**config.mk**
```make
export PLATFORM = sky130hd
export DESIGN_NAME = bech32_address_encoder_top
export DESIGN_NICKNAME = d
export VERILOG_FILES = /design/src/bae_pkg.sv /design/src/bae_front.sv /design/src/bae_fifo.sv /design/src/bae_back.sv /design/src/bech32_address_encoder_top.sv
export SDC_FILE = /design/constraint.sdc
export NUM_CORES = 2
export LEC_CHECK = 0
export BUFFER_PORTS_ARGS = -buffer_cell sky130_fd_sc_hd__clkbuf_2
export CAP_MARGIN = 20
export CORE_MARGIN = 4
export CORE_UTILIZATION = 50
export CTS_CLUSTER_DIAMETER = 100
export CTS_CLUSTER_SIZE = 10
export DETAILED_ROUTE_END_ITERATION = 16
export PLACE_DENSITY = 0.79
export SYNTH_ARGS = -nofsm -noshare
export SYNTH_HDL_FRONTEND = slang
export SYNTH_SLANG_ARGS = --single-unit
```
**constraint.sdc**
```tcl
create_clock -name clk -period 3.7 [get_ports clk]
set_input_delay 0.185 -clock clk [delete_from_list [all_inputs] [get_ports clk]]
set_output_delay 0.185 -clock clk [all_outputs]
set_load 0.02 [all_outputs]
```
**src/bae_pkg.sv**
```systemverilog
// Shared types, limits and checksum helpers for the bech32 address encoder.
package bae_pkg;

  localparam int unsigned PLEN_W = 7;
  localparam int unsigned PROG_W = 6;
  localparam int unsigned CSUM_W = 30;

  localparam logic [PLEN_W-1:0] PREFIX_MAX  = 7'd83;
  localparam logic [PROG_W-1:0] PROGRAM_MAX = 6'd40;
  localparam logic [7:0]        VERSION_MAX = 8'd16;
  localparam logic [7:0]        CASE_OFFSET = 8'h20;
  localparam logic [7:0]        CHAR_ONE    = 8'h31;
  localparam logic [CSUM_W-1:0] CSUM_INIT   = 30'd1;

  localparam int unsigned QPTR_W = 2;
  localparam int unsigned QDEPTH = 1 << QPTR_W;

  localparam logic [CSUM_W-1:0] GEN_POLY [5] = '{
    30'h3b6a57b2, 30'h26508e6d, 30'h1ea119fa, 30'h3d4233dd, 30'h2a1462b3
  };

  localparam logic [255:0] B32_ALPHA = "qpzry9x8gf2tvdw0s3jn54khce6mua7l";

  typedef enum logic [1:0] {
    OP_PREFIX  = 2'd0,
    OP_VERSION = 2'd1,
    OP_PROGRAM = 2'd2
  } opcode_t;

  typedef enum logic [2:0] {
    ST_OK          = 3'd0,
    ST_BAD_PREFIX  = 3'd1,
    ST_BAD_VERSION = 3'd2,
    ST_BAD_PROGRAM = 3'd3,
    ST_BAD_ORDER   = 3'd4
  } status_t;

  typedef enum logic [1:0] {
    PH_PREFIX,
    PH_PROGRAM,
    PH_DISCARD
  } phase_t;

  typedef enum logic [1:0] {
    CMD_CHAR,
    CMD_VERSION,
    CMD_BYTE,
    CMD_ERROR
  } cmd_kind_t;

  typedef struct packed {
    cmd_kind_t          kind;
    logic [7:0]         value;
    logic               last;
    status_t            status;
    logic [PLEN_W-1:0]  plen;
  } cmd_t;

  typedef enum logic [3:0] {
    BK_IDLE,
    BK_WALK_HI,
    BK_MIX_SEP,
    BK_WALK_LO,
    BK_VERSION,
    BK_GROUP,
    BK_PAD,
    BK_FINAL_MIX,
    BK_CHECKSUM
  } bk_state_t;

  // One step of the BCH polynomial over GF(32).
  function automatic logic [CSUM_W-1:0] bch_mix(input logic [CSUM_W-1:0] c,
                                                input logic [4:0] v);
    logic [4:0]        top;
    logic [CSUM_W-1:0] r;
    top = c[29:25];
    r   = {c[24:0], v};
    for (int j = 0; j < 5; j++) begin
      if (top[j]) r = r ^ GEN_POLY[j];
    end
    return r;
  endfunction

  function automatic logic [7:0] b32_char(input logic [4:0] g);
    logic [7:0] base;
    base = {~g, 3'b000};
    return B32_ALPHA[base +: 8];
  endfunction

endpackage

```
**src/bae_front.sv**
```systemverilog
// Front end: accepts input items, checks frame order and lengths, issues commands.
module bae_front import bae_pkg::*; (
  input  logic       clk,
  input  logic       rst,
  input  logic       in_valid,
  output logic       in_ready,
  input  logic [1:0] in_opcode,
  input  logic [7:0] in_value,
  input  logic       in_last,
  input  logic       q_full,
  output logic       q_push,
  output cmd_t       q_cmd
);

  phase_t            phase, phase_next;
  logic [PLEN_W-1:0] plen, plen_next;
  logic [PROG_W-1:0] prog, prog_next;
  logic              accept;
  logic              is_err;
  status_t           err_code;

  assign in_ready = !q_full;
  assign accept   = in_valid && in_ready;

  // Classify the item against the frame state.
  always_comb begin
    is_err   = 1'b0;
    err_code = ST_OK;
    case (phase)
      PH_PREFIX: begin
        if (in_opcode == OP_PREFIX) begin
          if (in_last) begin
            is_err = 1'b1; err_code = ST_BAD_ORDER;
          end else if (plen >= PREFIX_MAX) begin
            is_err = 1'b1; err_code = ST_BAD_PREFIX;
          end
        end else if (in_opcode != OP_VERSION) begin
          is_err = 1'b1; err_code = ST_BAD_ORDER;
        end else if (plen == '0) begin
          is_err = 1'b1; err_code = ST_BAD_PREFIX;
        end else if (in_value > VERSION_MAX) begin
          is_err = 1'b1; err_code = ST_BAD_VERSION;
        end else if (in_last) begin
          is_err = 1'b1; err_code = ST_BAD_PROGRAM;
        end
      end
      PH_PROGRAM: begin
        if (in_opcode != OP_PROGRAM) begin
          is_err = 1'b1; err_code = ST_BAD_ORDER;
        end else if (prog >= PROGRAM_MAX) begin
          is_err = 1'b1; err_code = ST_BAD_PROGRAM;
        end else if (in_last && prog == '0) begin
          is_err = 1'b1; err_code = ST_BAD_PROGRAM;
        end
      end
      default: begin
        is_err   = 1'b0;
        err_code = ST_OK;
      end
    endcase
  end

  // Next state.
  always_comb begin
    phase_next = phase;
    if (accept) begin
      if (in_last) begin
        phase_next = PH_PREFIX;
      end else if (phase != PH_DISCARD) begin
        if (is_err) begin
          phase_next = PH_DISCARD;
        end else if (phase == PH_PREFIX && in_opcode == OP_VERSION) begin
          phase_next = PH_PROGRAM;
        end
      end
    end
  end

  // Commands and counters.
  always_comb begin
    q_push        = 1'b0;
    q_cmd.kind    = CMD_ERROR;
    q_cmd.value   = in_value;
    q_cmd.last    = in_last;
    q_cmd.status  = err_code;
    q_cmd.plen    = plen;
    plen_next     = plen;
    prog_next     = prog;
    if (accept && phase != PH_DISCARD) begin
      q_push = 1'b1;
      if (is_err) begin
        q_cmd.kind = CMD_ERROR;
      end else if (phase == PH_PREFIX && in_opcode == OP_PREFIX) begin
        q_cmd.kind = CMD_CHAR;
        if (in_value inside {[8'h41:8'h5a]}) q_cmd.value = in_value + CASE_OFFSET;
        plen_next = plen + 1'b1;
      end else if (phase == PH_PREFIX) begin
        q_cmd.kind = CMD_VERSION;
      end else begin
        q_cmd.kind = CMD_BYTE;
        prog_next  = prog + 1'b1;
      end
    end
    // Start a fresh frame after any last mark.
    if (accept && in_last) begin
      plen_next = '0;
      prog_next = '0;
    end else if (accept && is_err) begin
      plen_next = plen;
      prog_next = prog;
    end
  end

  always_ff @(posedge clk) begin
    if (rst) begin
      phase <= PH_PREFIX;
      plen  <= '0;
      prog  <= '0;
    end else begin
      phase <= phase_next;
      plen  <= plen_next;
      prog  <= prog_next;
    end
  end

endmodule

```
**src/bae_fifo.sv**
```systemverilog
// Short command queue between the front end and the back end.
module bae_fifo import bae_pkg::*; (
  input  logic clk,
  input  logic rst,
  input  logic push,
  input  cmd_t push_cmd,
  output logic full,
  input  logic pop,
  output logic not_empty,
  output cmd_t pop_cmd
);

  cmd_t              slots [QDEPTH];
  logic [QPTR_W-1:0] wr_ptr, rd_ptr;
  logic [QPTR_W:0]   count;
  logic              do_push, do_pop;

  assign full      = (count == (QPTR_W+1)'(QDEPTH));
  assign not_empty = (count != '0);
  assign do_push   = push && !full;
  assign do_pop    = pop && not_empty;
  assign pop_cmd   = slots[rd_ptr];

  always_ff @(posedge clk) begin
    if (do_push) slots[wr_ptr] <= push_cmd;
  end

  always_ff @(posedge clk) begin
    if (rst) begin
      wr_ptr <= '0;
      rd_ptr <= '0;
      count  <= '0;
    end else begin
      if (do_push) wr_ptr <= wr_ptr + 1'b1;
      if (do_pop)  rd_ptr <= rd_ptr + 1'b1;
      case ({do_push, do_pop})
        2'b10:   count <= count + 1'b1;
        2'b01:   count <= count - 1'b1;
        default: count <= count;
      endcase
    end
  end

endmodule

```
**src/bae_back.sv**
```systemverilog
// Back end: prefix store, checksum engine, 5-bit regrouping and the output register.
module bae_back import bae_pkg::*; #(
  parameter int unsigned PREFIX_DEPTH = 128
) (
  input  logic              clk,
  input  logic              rst,
  input  logic [CSUM_W-1:0] cconst,
  input  logic              cmd_valid,
  input  cmd_t              cmd,
  output logic              cmd_pop,
  output logic              out_valid,
  input  logic              out_ready,
  output logic [7:0]        out_char,
  output logic              out_eos,
  output logic [2:0]        out_status
);

  localparam int unsigned PW = $clog2(PREFIX_DEPTH);

  logic [7:0]        mem [PREFIX_DEPTH];
  logic [7:0]        rdata;
  logic              rd_en, wr_en;

  bk_state_t         state, state_next;
  logic [CSUM_W-1:0] csum, csum_next;
  logic [11:0]       acc, acc_next;
  logic [3:0]        cnt, cnt_next;
  logic [7:0]        val, val_next;
  logic              last_flag, last_flag_next;
  logic [PLEN_W-1:0] plen, plen_next;
  logic [PLEN_W-1:0] idx, idx_next;
  logic              rd_pend, rd_pend_next;
  logic [2:0]        step, step_next;

  logic              out_free;
  logic              emit;
  logic [7:0]        emit_char;
  logic              emit_eos;
  status_t           emit_status;
  logic [11:0]       grp_shift, pad_shift;
  logic [11:0]       acc_in;
  logic              walk_done;

  assign out_free  = !out_valid || out_ready;
  assign grp_shift = acc >> (cnt - 4'd5);
  assign pad_shift = acc << (4'd5 - cnt);
  assign acc_in    = {acc[3:0], cmd.value};
  assign walk_done = (idx == plen) && !rd_pend;

  always_ff @(posedge clk) begin
    if (wr_en) mem[PW'(cmd.plen)] <= cmd.value;
  end

  always_ff @(posedge clk) begin
    if (rd_en) rdata <= mem[PW'(idx)];
  end

  // Next state.
  always_comb begin
    state_next = state;
    case (state)
      BK_IDLE: begin
        if (cmd_valid) begin
          if (cmd.kind == CMD_BYTE) state_next = BK_GROUP;
          else if (cmd.kind == CMD_VERSION && out_free) state_next = BK_WALK_HI;
        end
      end
      BK_WALK_HI:   if (walk_done) state_next = BK_MIX_SEP;
      BK_MIX_SEP:   state_next = BK_WALK_LO;
      BK_WALK_LO:   if (walk_done) state_next = BK_VERSION;
      BK_VERSION:   if (out_free) state_next = BK_IDLE;
      BK_GROUP: begin
        if (cnt < 4'd5) state_next = last_flag ? BK_PAD : BK_IDLE;
      end
      BK_PAD:       if (cnt == '0 || out_free) state_next = BK_FINAL_MIX;
      BK_FINAL_MIX: if (step == 3'd5) state_next = BK_CHECKSUM;
      BK_CHECKSUM:  if (out_free && step == 3'd5) state_next = BK_IDLE;
      default:      state_next = BK_IDLE;
    endcase
  end

  // Datapath and outputs.
  always_comb begin
    cmd_pop        = 1'b0;
    wr_en          = 1'b0;
    rd_en          = 1'b0;
    emit           = 1'b0;
    emit_char      = 8'd0;
    emit_eos       = 1'b0;
    emit_status    = ST_OK;
    csum_next      = csum;
    acc_next       = acc;
    cnt_next       = cnt;
    val_next       = val;
    last_flag_next = last_flag;
    plen_next      = plen;
    idx_next       = idx;
    rd_pend_next   = 1'b0;
    step_next      = step;
    case (state)
      BK_IDLE: begin
        if (cmd_valid) begin
          case (cmd.kind)
            CMD_CHAR: begin
              if (out_free) begin
                cmd_pop   = 1'b1;
                wr_en     = 1'b1;
                emit      = 1'b1;
                emit_char = cmd.value;
              end
            end
            CMD_VERSION: begin
              if (out_free) begin
                cmd_pop   = 1'b1;
                emit      = 1'b1;
                emit_char = CHAR_ONE;
                val_next  = cmd.value;
                plen_next = cmd.plen;
                idx_next  = '0;
              end
            end
            CMD_BYTE: begin
              cmd_pop        = 1'b1;
              acc_next       = acc_in;
              cnt_next       = cnt + 4'd8;
              last_flag_next = cmd.last;
            end
            default: begin
              if (out_free) begin
                cmd_pop     = 1'b1;
                emit        = 1'b1;
                emit_eos    = 1'b1;
                emit_status = cmd.status;
                csum_next   = CSUM_INIT;
                acc_next    = '0;
                cnt_next    = '0;
              end
            end
          endcase
        end
      end
      BK_WALK_HI, BK_WALK_LO: begin
        // Keep one read in flight and fold the returned character.
        if (idx != plen) begin
          rd_en        = 1'b1;
          idx_next     = idx + 1'b1;
          rd_pend_next = 1'b1;
        end
        if (rd_pend) begin
          csum_next = bch_mix(csum, (state == BK_WALK_HI) ? {2'b00, rdata[7:5]}
                                                          : rdata[4:0]);
        end
      end
      BK_MIX_SEP: begin
        csum_next = bch_mix(csum, 5'd0);
        idx_next  = '0;
      end
      BK_VERSION: begin
        if (out_free) begin
          emit      = 1'b1;
          emit_char = b32_char(val[4:0]);
          csum_next = bch_mix(csum, val[4:0]);
        end
      end
      BK_GROUP: begin
        if (cnt >= 4'd5) begin
          if (out_free) begin
            emit      = 1'b1;
            emit_char = b32_char(grp_shift[4:0]);
            csum_next = bch_mix(csum, grp_shift[4:0]);
            cnt_next  = cnt - 4'd5;
          end
        end else begin
          // Drop the bits already sent.
          acc_next = acc & ~(12'hfff << cnt);
        end
      end
      BK_PAD: begin
        step_next = '0;
        if (cnt != '0 && out_free) begin
          emit      = 1'b1;
          emit_char = b32_char(pad_shift[4:0]);
          csum_next = bch_mix(csum, pad_shift[4:0]);
          cnt_next  = '0;
        end
      end
      BK_FINAL_MIX: begin
        csum_next = bch_mix(csum, 5'd0);
        step_next = step + 1'b1;
        if (step == 3'd5) begin
          csum_next = bch_mix(csum, 5'd0) ^ cconst;
          step_next = '0;
        end
      end
      BK_CHECKSUM: begin
        if (out_free) begin
          emit      = 1'b1;
          emit_char = b32_char(csum[29:25]);
          emit_eos  = (step == 3'd5);
          csum_next = {csum[24:0], 5'd0};
          step_next = step + 1'b1;
          if (step == 3'd5) begin
            csum_next = CSUM_INIT;
            acc_next  = '0;
            cnt_next  = '0;
            step_next = '0;
          end
        end
      end
      default: begin
        emit = 1'b0;
      end
    endcase
  end

  always_ff @(posedge clk) begin
    if (rst) begin
      state     <= BK_IDLE;
      csum      <= CSUM_INIT;
      acc       <= '0;
      cnt       <= '0;
      last_flag <= 1'b0;
      plen      <= '0;
      idx       <= '0;
      rd_pend   <= 1'b0;
      step      <= '0;
      out_valid <= 1'b0;
    end else begin
      state     <= state_next;
      csum      <= csum_next;
      acc       <= acc_next;
      cnt       <= cnt_next;
      last_flag <= last_flag_next;
      plen      <= plen_next;
      idx       <= idx_next;
      rd_pend   <= rd_pend_next;
      step      <= step_next;
      if (out_free) out_valid <= emit;
    end
  end

  always_ff @(posedge clk) begin
    val <= val_next;
    if (emit && out_free) begin
      out_char   <= emit_char;
      out_eos    <= emit_eos;
      out_status <= emit_status;
    end
  end

endmodule

```
**src/bech32_address_encoder_top.sv**
```systemverilog
// Bech32 / bech32m segwit address encoder, streaming top level.
//
// Feed a frame as prefix characters (tuser 0), one witness version (tuser 1)
// and program bytes (tuser 2, tlast on the last one). Each prefix character
// comes out lower-cased, registered in the command queue and then in the
// output register. The version item emits '1' at once and the version
// character after two walks of the stored prefix, paced by the single read
// port of the prefix store and the one-step-per-cycle checksum unit. Each
// program byte emits one character per complete 5-bit group, and the last
// byte adds a padded group if bits remain, six checksum steps and six
// checksum characters. Output stalls hold the back end wherever it emits.
// A four-entry command queue lets input continue while the back end works.
// An error result has tdata 0, tlast 1 and the status in tuser; discard the
// text already sent for that frame.
// cfg_wdata selects the final XOR constant (1 bech32, 0x2bc830a3 bech32m).
// Write it only while the block is idle; the block does not enforce this.
module bech32_address_encoder_top import bae_pkg::*; #(
  parameter int unsigned PREFIX_DEPTH = 128
) (
  input  logic        clk,
  input  logic        rst,
  input  logic        s_tvalid,
  output logic        s_tready,
  input  logic [7:0]  s_tdata,   // [7:0] item_value
  input  logic [1:0]  s_tuser,   // [1:0] opcode
  input  logic        s_tlast,
  output logic        m_tvalid,
  input  logic        m_tready,
  output logic [7:0]  m_tdata,   // [7:0] output_char
  output logic [2:0]  m_tuser,   // [2:0] status
  output logic        m_tlast,
  input  logic        cfg_we,
  input  logic [29:0] cfg_wdata
);

  logic [CSUM_W-1:0] cconst;
  logic              q_push, q_full, q_pop, q_not_empty;
  cmd_t              q_in, q_out;

  always_ff @(posedge clk) begin
    if (rst) begin
      cconst <= CSUM_INIT;
    end else if (cfg_we) begin
      cconst <= cfg_wdata;
    end
  end

  bae_front u_front (
    .clk       (clk),
    .rst       (rst),
    .in_valid  (s_tvalid),
    .in_ready  (s_tready),
    .in_opcode (s_tuser),
    .in_value  (s_tdata),
    .in_last   (s_tlast),
    .q_full    (q_full),
    .q_push    (q_push),
    .q_cmd     (q_in)
  );

  bae_fifo u_fifo (
    .clk       (clk),
    .rst       (rst),
    .push      (q_push),
    .push_cmd  (q_in),
    .full      (q_full),
    .pop       (q_pop),
    .not_empty (q_not_empty),
    .pop_cmd   (q_out)
  );

  bae_back #(
    .PREFIX_DEPTH (PREFIX_DEPTH)
  ) u_back (
    .clk        (clk),
    .rst        (rst),
    .cconst     (cconst),
    .cmd_valid  (q_not_empty),
    .cmd        (q_out),
    .cmd_pop    (q_pop),
    .out_valid  (m_tvalid),
    .out_ready  (m_tready),
    .out_char   (m_tdata),
    .out_eos    (m_tlast),
    .out_status (m_tuser)
  );

endmodule

```
; ---- Yosys cells after proc, flatten, opt, wreduce, memory -nomap -nowiden
; Memories as Yosys holds them, arrays and structs flattened. A register that Yosys moved wholly into a read port is not among the register bits.
; Index checks and enable logic that the tools add are counted.
[word_totals]
out_inout_bits = 14
mem_bits_rw = 1108
regBits = 139
n_memories = 2
wordCells = 397
input_bits = 46
[classes]
order_cmp = 7
addsub = 12
bitwise_logic = 47
reduce_logical = 54
mux = 204
n_shift = 7
eq_ne = 43
[mem_list]
columns = name, words, word_bits, read_ports, rd_ports_with_merged_regs, wr, line_no
row1 = u_back.mem, 128, 8, 1, 1, 1, bae_back.sv:20  ; logic [7:0] mem [PREFIX_DEPTH];
row2 = u_fifo.slots, 4, 21, 1, 1, 1, bae_fifo.sv:13  ; cmd_t slots [QDEPTH];
[ops]
columns = operator, count
row1 = $mux 30, 91
row2 = $shiftx 256x9->8 const A, 4
row3 = $pmux 30 s8, 1
row4 = $mux 29, 7
row5 = $not 17->17, 7
row6 = $not 16->16, 7
row7 = $not 14->14, 7
row8 = $not 13->13, 7
row9 = $not 18->18, 5
row10 = $mux 8, 10
row11 = $mux 4, 16
row12 = $mux 12, 5
row13 = $pmux 8 s5, 1
row14 = $pmux 12 s3, 1
row15 = $pmux 4 s9, 1
row16 = $ne 2x1->1 const B, 17
row17 = $mux 1, 32
row18 = $mux 3, 10
row19 = $xor 30x30->30, 1
row20 = $mux 7, 4
row21 = $pmux 12 s2, 1
row22 = $mux 2, 11
row23 = $pmux 7 s3, 1
row24 = $not 5->5, 4
row25 = 64 further kinds, 123

; ---- Longest topological paths before layout
[depth]
word_depth = 27
depth_mapped = 15
depth_no_buf = 11

; ---- Modules after synthesis
; Synthesis repeated with hierarchy kept, for this count alone.
[unflattened]
hier_cells = 3118
area_unflattened_um2 = 53181.0
[modules_own_cells]
columns = mod, cells_each, seq_area_each_um2, area_per_inst_um2, n_inst
row1 = bae_back, 2706, 32901.6, 47377.9, 1
row2 = bae_fifo, 161, 2702.6, 3507.1, 1
row3 = bae_front, 154, 300.3, 1212.4, 1
row4 = bech32_address_encoder_top, 97, 600.6, 1083.5, 1

; ---- Worst setup path before layout
; No wires, ideal clock.
[synth_timing]
path_kind = register to register
start = register with a tool-made name
end = register u_fifo.count[2]
t_required_ps = 3630
t_arrival_ps = 3441
period_less_slack_ps = 3512
n_path_buf = 2
setup_slack_ps = 188
setup_time_ps = 70
stages_incl_launch_ff = 13
path_cell_list = dfxtp_1 -> buf_2 -> buf_2 -> mux4_2 -> ha_1 -> or3b_2 -> and2_1 -> ha_1 -> inv_1 -> fa_1 -> xor2_1 -> or3_1 -> a21oi_1
[synth_rtl]
columns = element, line_no
row1 = to (signal assigned), bae_fifo.sv:37  ; 2'b10: count <= count + 1'b1;
row2 = to (signal assigned), bae_fifo.sv:38  ; 2'b01: count <= count - 1'b1;
row3 = to (signal assigned), bae_fifo.sv:39  ; default: count <= count;
row4 = to (decl), bae_fifo.sv:15  ; logic [QPTR_W:0] count;

==> out/summary.txt <==
die area - 111000 um^2
Net Sw Frac - 0.292
Net Sw Power - 0.0114 W
Setup Crit Path Kind - register to register
Seq pwr share - 0.461
initial antenna violation count - 1
Synth Register Bits - 1257
CTS tree - built
Area growth syn-to-layout - 15.2%
WP data arrival - 3.82 ns
Yosys warning count - 0
Chip Width - 334 um
Yosys top cell by area - edfxtp_1
post-DP HPWL - 76.8 mm
Synth Flop Type - edfxtp_1
core area - 105000 um^2
Post-Syn Area per Cell - 17.1 um^2
1st-iter DRT viols - 4210
Final setup viols - 0
CP Launch Type - register
Pint - 0.0276 W
clk root buf - clkbuf_16
register area - 36500 um^2
post-synthesis sequential area ratio - 0.689
Yosys top cell area share - 0.642
CTS Sinks - 1257
Filler Cell Count - 7271
Slew HR - 0.247
max_cap viols - 0
Top Ports - 60
Multi-input gate area - 15600 um^2
Clock Power Share - 0.324
status - complete, no violations
Synth area leaders - edfxtp_1 64%, mux4_2 15%, dfxtp_1 4.7%
global-route wire length before repair - 200 mm
remaining global-route overflow - 0
Reg clk slew, reported paths - 0.06 ns
leakage - 19.5 nW
GPL Wtd Cong - 0.930
# resized after CTS - 0
Initial Utilization - 0.503
number of diodes - 0
fin crit share - 0.900
Final min period - 3.33 ns
total setup buffers inserted after CTS - 0
Routed Antenna Nets - 0
maximum number of pins on one net before global-route repair - 105
count of different cell masters after synthesis - 80
Register-to-Register Path Depth - 9
CTS Buf Count - 143
commonest non-fill, non-tap cell in the layout - edfxtp_1
Worst Tran Pin Value - 1.13 ns
Vias/cell - 6.42
most frequent cells in the layout - 1133 x edfxtp_1, 343 x mux4_2, 311 x nor2_1
Hold Crit Class - input port to register
worst ir drop on vdd - 0.000549 V
DR vias - 31200
CTS H-Tree Depth - 4
Fin Setup TNS - 0 ns
crit path max fanout - 10
DR WL/cell - 27.2 um
Post-Syn Instances - 3101
num rows - 119
gr usage total - 0.238
worst skew pair latency - 0.77 ns
fin. max-slew vios - 0
vias in the first global route - 31400
PwrDens - 639 nW/um^2
post-synth net total - 3177
DR pass1 iterations - 8
RSZ-0062 raised after global routing - no
worst hold stages - 4
EDFF count, synth - 1133
Final Hold Vio Count - 0
port buffer count - 59
Critical Path Sink Type - register
maximum clock insertion buffer count - 3
Final Util - 0.580
final net count - 3507
die height - 334 um
WP data required - 4.19 ns
Max Fclk - 300 MHz
Post-Route WL - 132 mm
layout cells sized above 1 - 0.247
combinational power share - 0.215
FFs w/ async S/R, synth - 0
clock skew - 0.0609 ns
# DRC - 0
Synth Cell Area - 53000 um^2
==> path summary, 6_finish.rpt <==
path                                      from                       endpoint  slack [ns]
hold / removal                        m_tready  u_back.out_valid$_SDFFE_PP0N_        0.14
hold reg to reg   u_back.csum[15]$_SDFFE_PP0P_   u_back.csum[15]$_SDFFE_PP0P_        0.47
setup / recovery  u_front.plen[1]$_SDFFE_PP0P_  u_fifo.slots[1][18]$_DFFE_PP_        0.37
setup reg to reg  u_front.plen[1]$_SDFFE_PP0P_  u_fifo.slots[1][18]$_DFFE_PP_        0.37
==> sequential cells by signal, summed over array words and instances (netlist names), 2 cells and up, named ones only <==
register	flops
u_back.out_char	8
u_back.cnt	4
u_front.plen	7
u_front.phase	2
u_fifo.count	3
cconst	30
u_back.idx	7
u_back.rdata	8
u_back.csum	30
u_front.prog	6
u_fifo.rd_ptr	2
u_back.acc	12
u_back.val	5
u_back.plen	7
u_back.out_status	3
u_back.state	4
u_fifo.slots	84
u_fifo.wr_ptr	2
u_back.mem	1024
u_back.step	3
==> per-layer routing <==
layer	track usage	up-vias	share of wire
met5	0	-	0.000098
met4	0.0790	2	0.034
met2	0.393	1910	0.50
met1	0.321	16000	0.37
li1	-	13000	-
met3	0.0457	323	0.095
==> area by class of cell <==
cell class | instances | area share
Timing Repair Buffer | 374 | 0.0499
Multi-Input combinational cell | 1610 | 0.255
Clock buffer | 172 | 0.0609
Tap cell | 1391 | 0.0285
Clock inverter | 14 | 0.00547
Inverter | 45 | 0.00277
Sequential cell | 1257 | 0.598
==> per-stage QoR <==
stage	hold slack, ns	worst slack [ns]	instances	total power, W	instance area [um^2]
final	0.143	0.368	4863	0.0390	61100
after global routing	0.129	0.149	4863	0.0404	61100
after CTS	0.0604	0.401	4862	0.0390	61100
after detailed placement	0.402	0.444	4617	0.0264	56400
after global placement	0.393	0.450	4615	0.0261	56400
after floorplan	0.284	0.188	3101	0.0234	53000
==> what timing repair did <==
| action | CTS | global route |
|---|---|---|
| hold buffers | 59 | 0 |
| setup endpoints to repair | 0 | 0 |
| hold endpoints to repair | 102 | 0 |
==> power groups by stage <==
stage	Clock, W	Combinational (W)	Sequential (W)
final	0.0126	0.00840	0.0180
after global routing	0.0134	0.00896	0.0180
after CTS	0.0128	0.00830	0.0180
after detailed placement	0	0.00815	0.0182
after global placement	0	0.00784	0.0182
after floorplan	0	0.00511	0.0183
==> worst max-delay path, cell delays in order (launching register included) <==
cell and delay [ns]:
dfxtp_1 0.55, ha_1 0.29, a2111o_1 0.11, a21oi_1 0.08, o21a_1 0.22, o31ai_1 0.61
nor2_1 0.14, buf_4 0.20, a31o_2 0.26, dlygate4sd3_1 0.61
==> cells in the mapped netlist, types with 29 or more instances <==
cell type and n:
o21ai_0 83, nand2_1 126, xnor2_1 51, nor2b_1 30, nand3_1 40, inv_1 43, ha_1 29, a21oi_1 111
nor2_1 312, edfxtp_1 1133, mux2i_1 78, buf_2 49, mux4_2 351, nor3_1 30, dfxtp_1 124, clkbuf_1 111
a22oi_1 35
==> cell families (layout without fill, tap and decap cells) <==
group,count (synthesis),in the layout,synth area share
adder cells (fa/ha/maj),31,31,0.00741
buffers and inverters,234,605,0.0184
AO/OA/AOI/OAI,404,404,0.0496
flip-flops,1257,1257,0.689
AND/OR/NAND/NOR,657,657,0.0567
multiplexers,440,440,0.166
XOR/XNOR,78,78,0.0129
Note: power is estimated with default switching activity, not from simulation.
